**src/sv/hd_pkg.sv**
```systemverilog
// Shared constants, types and helpers for the Hausdorff distance core.
package hd_pkg;

    localparam int MAX_POINTS = 1024;
    localparam int COORD_BITS = 16;
    localparam int IDX_W      = $clog2(MAX_POINTS);
    localparam int CNT_W      = IDX_W + 1;
    localparam int PT_W       = 2 * COORD_BITS;
    localparam int DIFF_W     = COORD_BITS;
    localparam int SQ_W       = 2 * DIFF_W;
    localparam int DIST_W     = SQ_W + 1;

    typedef logic [1:0] t_opcode;
    localparam t_opcode OP_LOAD_A  = 2'd0;
    localparam t_opcode OP_LOAD_B  = 2'd1;
    localparam t_opcode OP_COMPUTE = 2'd2;
    localparam t_opcode OP_CLEAR   = 2'd3;

    typedef logic signed [COORD_BITS-1:0] t_coord;

    // sequencer -> distance unit controls
    typedef struct packed {
        logic start;    // new outer point: forget running minimum
        logic step_dx;  // square dx of the current Q point
        logic step_dy;  // square dy, queue the sum for compare
    } t_du_ctl;

    function automatic logic [DIFF_W-1:0] abs_diff(input t_coord a, input t_coord b);
        logic signed [COORD_BITS:0] d;
        logic signed [COORD_BITS:0] m;
        d = {a[COORD_BITS-1], a} - {b[COORD_BITS-1], b};
        m = d[COORD_BITS] ? -d : d;
        return m[DIFF_W-1:0];
    endfunction

endpackage

```
**src/sv/hd_dist_unit.sv**
```systemverilog
// Shared squarer, accumulator and running-minimum compare.
module hd_dist_unit import hd_pkg::*; (
    input  logic              i_clk,
    input  logic              i_rst_n,
    input  t_du_ctl           i_ctl,
    input  t_coord            i_px,
    input  t_coord            i_py,
    input  t_coord            i_qx,
    input  t_coord            i_qy,
    input  logic [IDX_W-1:0]  i_j,
    output logic [DIST_W-1:0] o_best,
    output logic [IDX_W-1:0]  o_best_j
);
    logic [DIFF_W-1:0] w_dx;
    logic [DIFF_W-1:0] w_op;
    logic [DIST_W-1:0] w_sum;
    logic [SQ_W-1:0]   r_prod;
    logic [SQ_W-1:0]   r_acc;
    logic [DIFF_W-1:0] r_dy;
    logic [IDX_W-1:0]  r_cj;
    logic [IDX_W-1:0]  r_pj;
    logic              r_pend;
    logic              r_first;
    logic [DIST_W-1:0] r_best;
    logic [IDX_W-1:0]  r_best_j;

    assign w_dx  = abs_diff(i_px, i_qx);
    assign w_op  = i_ctl.step_dy ? r_dy : w_dx;   // one squarer, two uses
    assign w_sum = {1'b0, r_acc} + {1'b0, r_prod};

    always_ff @(posedge i_clk) begin
        r_prod <= w_op * w_op;
        if (i_ctl.step_dx) begin
            r_dy <= abs_diff(i_py, i_qy);
            r_cj <= i_j;
        end
        if (i_ctl.step_dy) begin
            r_acc <= r_prod;
            r_pj  <= r_cj;
        end
        if (r_pend && (r_first || (w_sum < r_best))) begin
            r_best   <= w_sum;
            r_best_j <= r_pj;
        end
    end

    always_ff @(posedge i_clk) begin
        if (!i_rst_n) begin
            r_pend  <= 1'b0;
            r_first <= 1'b1;
        end else begin
            r_pend <= i_ctl.step_dy;
            if (i_ctl.start) begin
                r_first <= 1'b1;
            end else if (r_pend) begin
                r_first <= 1'b0;
            end
        end
    end

    assign o_best   = r_best;
    assign o_best_j = r_best_j;
endmodule

```
**config.mk**
```make
export PLATFORM = sky130hd
export DESIGN_NAME = hd_dist_unit
export DESIGN_NICKNAME = d
export VERILOG_FILES = /design/src/sv/hd_pkg.sv /design/src/sv/hd_dist_unit.sv
export SDC_FILE = /design/constraint.sdc
export NUM_CORES = 1
export LEC_CHECK = 0
export BUFFER_PORTS_ARGS = -buffer_cell sky130_fd_sc_hd__clkbuf_2
export CORE_MARGIN = 1
export CORE_UTILIZATION = 50
export CTS_BUF_LIST = sky130_fd_sc_hd__clkbuf_4 sky130_fd_sc_hd__clkbuf_8
export CTS_CLUSTER_SIZE = 25
export DETAILED_ROUTE_END_ITERATION = 7
export PLACE_DENSITY = 0.74
export SYNTH_ARGS = -nofsm -noshare
export SYNTH_HDL_FRONTEND = slang
export SYNTH_SLANG_ARGS = --single-unit
export TNS_END_PERCENT = 30
```
**constraint.sdc**
```tcl
create_clock -name i_clk -period 20.6 [get_ports i_clk]
set_clock_uncertainty 0.2 [all_clocks]
set_input_delay 3.09 -clock i_clk [delete_from_list [all_inputs] [get_ports i_clk]]
set_output_delay 3.09 -clock i_clk [all_outputs]
set_load 0.03 [all_outputs]
```
==> results.py, run 1 <==
metrics = {
    "worst_setup_path": {
        "cp_data_required_time_ns": 20.74,
        "path_class": "in2reg",
        "worst_ep_arrival_time_ns": 13.67,
        "cp_slowest_cell": "a2111oi_0",
        "slowest_delay_ns": 0.84,
        "worst_setup_path_end_kind": "flip-flop",
        "critPathBufInv": 9,
        "critPathLaunchType": "input port",
        "critPathMaxFanout": 9,
        "crit_family": "adder cells",
    },
    "clock_tree": {
        "tritoncts": "yes",
        "cts_setup_buffers": 0,
        "cts-root-buf": "clkbuf_8",
        "cts.sink_count": 143,
        "buffers_from_clock_root_to_sink_at_most": 2,
        "cts_buffers": 17,
        "clk_pin_slew_worst_paths_ns": 0.08,
        "clk_latency_ns": 0.46,
        "cts_hold_repair.buffers": 0,
        "clock_tree.htree_level_count": 4,
        "number_of_gates_given_a_new_drive_strength_after_cts": 0,
    },
    "synthesis": {
        "seq_area_frac_synth_pct": 25.7,
        "mapped_avg_cell_area_um2": 9.84,
        "synth.lib_cells_used.distinct": 80,
        "synth_compound_area_share_pct": 10.5,
        "mappedNetlistNets": 2003,
        "dominant_combinational_cell_family_by_area_after_synthesis": "adder cells",
        "yosys-mux-area-fraction_pct": 1.19,
        "synth_edf_count": 110,
        "asyncSetResetFlopFracSynth_pct": 0,
        "mappedNetlistArea_um2": 15400,
        "synth_simple_gate_area_share_pct": 10.4,
        "synth_xor_area_share_pct": 5.83,
        "yosysWarningCount": 0,
        "postSynthCellCount": 1565,
        "synth_adder_area_share_pct": 37.3,
        "synth-seq-cells": 143,
        "dominantRegCellSynth": "edfxtp_1",
    },
    "die": {
        "die_width_um": 178,
        "top_level_ports": 122,
        "fp.dieArea_um2": 31500,
        "std_cell_rows": 63,
        "floorplan.initialDensity_pct": 51.4,
        "die_height_um": 178,
        "core_area_um2": 30000,
    },
    "timing": {
        "finalSetupViolations": 0,
        "layout_min_cycle_time_ns": 13.53,
        "final_hold_viol_count": 0,
        "setup_repair_after_global_routing_missed_its_margin": "no",
        "totalNegativeSetupSlack_ns": 0,
        "max_clock_freq_mhz": 73.9,
        "timing.max_slew.rel_slack_pct": 36.2,
        "final-max-slew-violation-count": 0,
        "portion_of_the_clock_cycle_consumed_by_the_worst_path_in_the_final_layout_pct": 65.7,
        "worst_slew_pin_slew_ns": 0.934,
    },
    "layout": {
        "layout-drive-gt1-share_pct": 11.4,
        "most_frequent_cells_in_the_layout": "inv_1 (342), ha_1 (192), fa_1 (167)",
        "number_of_antenna_diodes": 0,
        "area_growth_pct": 10.3,
        "final_common_cell": "inv_1",
        "final_layout_net_count": 2135,
    },
    "drt": {
        "via_cell_ratio": 5.18,
        "wl_um": 30100,
        "detailedRoute.firstPassIterationCount": 5,
        "wl_per_cell_um": 14.3,
        "vias": 10900,
        "drtAntennaViolNets": 0,
        "detail_route.drc_violations": 0,
        "drt_iter0_markers": 477,
    },
    "global_routing": {
        "grt_remaining_overflow": 0,
        "grt_antenna_before_repair": 0,
        "groute.usage.overall_pct": 20.4,
        "first_global_vias": 11100,
        "largest_net_degree_at_the_start_of_global_routing": 66,
        "grt_first_pass_wirelength_um": 51100,
    },
    "place": {
        "dp_hpwl_um": 24900,
        "number_of_input_and_output_port_buffers_inserted": 121,
        "gp_congestion": 0.955,
    },
    "run": {
        "drv_cap": 0,
    },
    "hold_path": {
        "min-delay-path-class": "reg2reg",
    },
    "outcome": {
        "run_status": "finished clean",
    },
}
[synthesized netlist by cell type, types with 22 or more instances]
cell type	instances	area share [%]
inv_1	342	8.3
ha_1	192	16
fa_1	167	22
nor2_1	122	3.0
edfxtp_1	110	21
nand2_1	93	2.3
xnor2_1	71	4.0
a21oi_1	63	2.0
a21o_1	39	1.9
dfxtp_1	33	4.3
o21ai_0	33	1.1
xor2_1	29	1.6
nor2b_1	22	0.89
[cell type report]
type | count | area (um^2)
fill | 2596 | 13000
multi-input combinational | 1057 | 10100
sequential | 143 | 3960
inverter | 350 | 1310
timing repair buffer | 128 | 658
tap | 390 | 488
clock buffer | 20 | 263
clock inverter | 12 | 233
[kinds of logic after synthesis]
kind of cell / count (synthesis)
AOI/OAI and AO/OA: 239
and+or+nand+nor: 342
xor gates and xnor gates: 101
DFF: 143
buffers and inverters: 365
muxes: 16
adders and majority gates: 359
[path summary, 6_finish.rpt]
kind              startpoint    endpoint  slack (ns)  cells after the start
hold / removal       r_cj[6]     r_pj[6]        0.21                      0
setup reg to reg     r_dy[3]  r_prod[31]       11.93                     26
setup / recovery     i_px[0]  r_prod[31]        7.07                     39
hold reg to reg      r_cj[6]     r_pj[6]        0.21                      0
[layer usage]
layer / up-vias / routed length [um] / GRT usage (%)
li1: 5385 / - / -
met1: 5150 / 13100 / 25.2
met2: 289 / 14600 / 35.6
met3: 46 / 1770 / 3.94
met4: 0 / 640 / 7.05
met5: - / 0 / 0
[per-stage QoR]
step / utilization (%) / cell area, um^2 / hold WS (ns) / std cells / setup WS [ns]
after floorplan: - / 15400 / 0.200 / 1565 / 8.31
after global placement: 55.1 / 16500 / 0.202 / 2068 / 7.01
after detailed placement: 55.1 / 16500 / 0.206 / 2068 / 6.67
after CTS: 56.7 / 17000 / 0.214 / 2100 / 7.15
after global routing: 56.7 / 17000 / 0.223 / 2100 / 6.48
final: 56.7 / 17000 / 0.213 / 2100 / 7.07
[sequential cells by signal (all words and copies together), names as in the netlist]
signal    cells
o_best       33
r_dy         16
r_first       1
r_prod       31
r_cj         10
r_pj         10
r_pend        1
r_acc        31
o_best_j     10
Power of run 1 is not shown: default switching activity piles up to over one toggle a cycle in this logic, so the estimate is an artifact.
==> run 2: changes to the inputs <==
==> constraint.sdc (replaced) <==
create_clock -name i_clk -period 13.4 [get_ports i_clk]
set_clock_uncertainty 0.2 [all_clocks]
set_input_delay 2.01 -clock i_clk [delete_from_list [all_inputs] [get_ports i_clk]]
set_output_delay 2.01 -clock i_clk [all_outputs]
set_load 0.03 [all_outputs]
==> run 2 against run 1 <==
Net effect:
- die area unchanged
- routed wire length rose by 2.0%
- global-route usage grew 0.44 points
- via count increased by 0.89%
- clock-buffer cell count down 1
- first-iteration DRC count grew 5.2%
- non-clock buffer count up 4
- highest routed layer unchanged
==> results.py, run 2 (synthesis results as in run 1) <==
metrics = {
    "layout": {
        "area_growth_pct": 9.81,
        "final_layout_net_count": 2139,
        "most_frequent_cells_in_the_layout": "inv_1 (342), ha_1 (192), fa_1 (167)",
        "final_common_cell": "inv_1",
        "post_layout_nonfiller_instances": 2105,
        "layout-drive-gt1-share_pct": 11.6,
        "finalCoreUtilization_pct": 56.5,
        "largest_register_ffs": 33,
    },
    "worst_setup_path": {
        "regToRegStartpoint": "r_dy[8]",
        "critical_path_cell_count": 38,
        "critPathCapture": "r_prod[31]",
        "slowest_delay_ns": 0.74,
        "r2r_setup_slack_ns": 5.25,
        "cp_slowest_cell": "o21ai_1",
        "worst_setup_path_end_kind": "flip-flop",
        "critPathBufInv": 9,
        "timing.reg2reg.worst_path_depth": 26,
        "crit_family": "adder cells",
        "startpoint": "i_px[0]",
        "worst_ep_arrival_time_ns": 11.96,
        "critPathLaunchType": "input port",
        "path_class": "in2reg",
        "crit-reg2reg-capture": "r_prod[31]",
        "critPathMaxFanout": 9,
        "cp_data_required_time_ns": 13.54,
    },
    "clock_tree": {
        "clk_latency_ns": 0.47,
        "cts-root-buf": "clkbuf_8",
        "buffers_from_clock_root_to_sink_at_most": 2,
        "cts_buffers": 17,
        "cts_setup_buffers": 0,
        "tritoncts": "yes",
        "cts.sink_count": 143,
        "number_of_gates_given_a_new_drive_strength_after_cts": 0,
        "clock_tree.htree_level_count": 4,
        "cts_hold_repair.buffers": 0,
        "clk_pin_slew_worst_paths_ns": 0.08,
    },
    "timing": {
        "timing.max_slew.rel_slack_pct": 41.2,
        "setup_ws_ns": 1.59,
        "final_hold_viol_count": 0,
        "totalNegativeSetupSlack_ns": 0,
        "layout_min_cycle_time_ns": 11.81,
        "final-max-slew-violation-count": 0,
        "worst_slew_pin_slew_ns": 0.876,
        "setup_repair_after_global_routing_missed_its_margin": "no",
        "finalSetupViolations": 0,
        "portion_of_the_clock_cycle_consumed_by_the_worst_path_in_the_final_layout_pct": 88.2,
        "max_clock_freq_mhz": 84.6,
    },
    "place": {
        "number_of_input_and_output_port_buffers_inserted": 121,
        "dp_hpwl_um": 25600,
        "post-place-cells": 2072,
        "dp_worst_setup_slack_ns": 1.20,
        "gp_congestion": 0.932,
    },
    "die": {
        "top_level_ports": 122,
        "floorplan.initialDensity_pct": 51.4,
        "die_height_um": 178,
        "die_width_um": 178,
        "std_cell_rows": 63,
        "core_area_um2": 30000,
        "fp.dieArea_um2": 31500,
    },
    "run": {
        "drv_cap": 0,
    },
    "global_routing": {
        "grt_first_pass_wirelength_um": 52400,
        "groute.usage.overall_pct": 20.9,
        "largest_net_degree_at_the_start_of_global_routing": 44,
        "first_global_vias": 11300,
        "grt_antenna_before_repair": 1,
        "grt_remaining_overflow": 0,
    },
    "drt": {
        "vias": 11000,
        "drt_iter0_markers": 502,
        "detailedRoute.firstPassIterationCount": 5,
        "via_cell_ratio": 5.21,
        "detail_route.drc_violations": 0,
        "drtAntennaViolNets": 0,
        "wl_um": 30700,
        "wl_per_cell_um": 14.6,
    },
    "hold_path": {
        "worstHoldPathCells": 0,
        "min-delay-path-class": "reg2reg",
    },
    "outcome": {
        "run_status": "finished clean",
    },
}
-- run 2: layout make-up --
cell class              instances  area, um^2
multi-input cells            1057       10100
clock buffers                  19         249
diodes                          1        2.50
clock inverters                13         138
flip-flops and latches        143        3960
fillers                      2598       13000
well taps                     390         488
inverters                     350        1310
repair buffers                132         688
-- run 2: worst min-delay path by stage --
stage | slack, ns | end | startpoint
floorplan | 0.20 | o_best_j[0] | r_pj[0]
global placement | 0.20 | r_pj[0] | r_cj[0]
detailed placement | 0.20 | o_best_j[0] | r_pj[0]
CTS | 0.21 | o_best_j[0] | r_pj[0]
global route | 0.22 | o_best_j[0] | r_pj[0]
finish | 0.21 | r_pj[2] | r_cj[2]
-- run 2: per-layer routing --
layer	GRT usage (%)	share of wire (%)	vias up
li1	-	-	5389
met1	25.3	43	5194
met2	36.1	48	317
met3	3.81	6.1	67
met4	9.05	3.3	0
met5	0	0	-
-- run 2: through the flow --
step / cell area, um^2 / hold WS [ns]
CTS: 16900 / 0.211
finish: 16900 / 0.213
global route: 16900 / 0.219
floorplan: 15400 / 0.200
global placement: 16500 / 0.201
detailed placement: 16500 / 0.205
Power of run 2 is left out for the same reason.
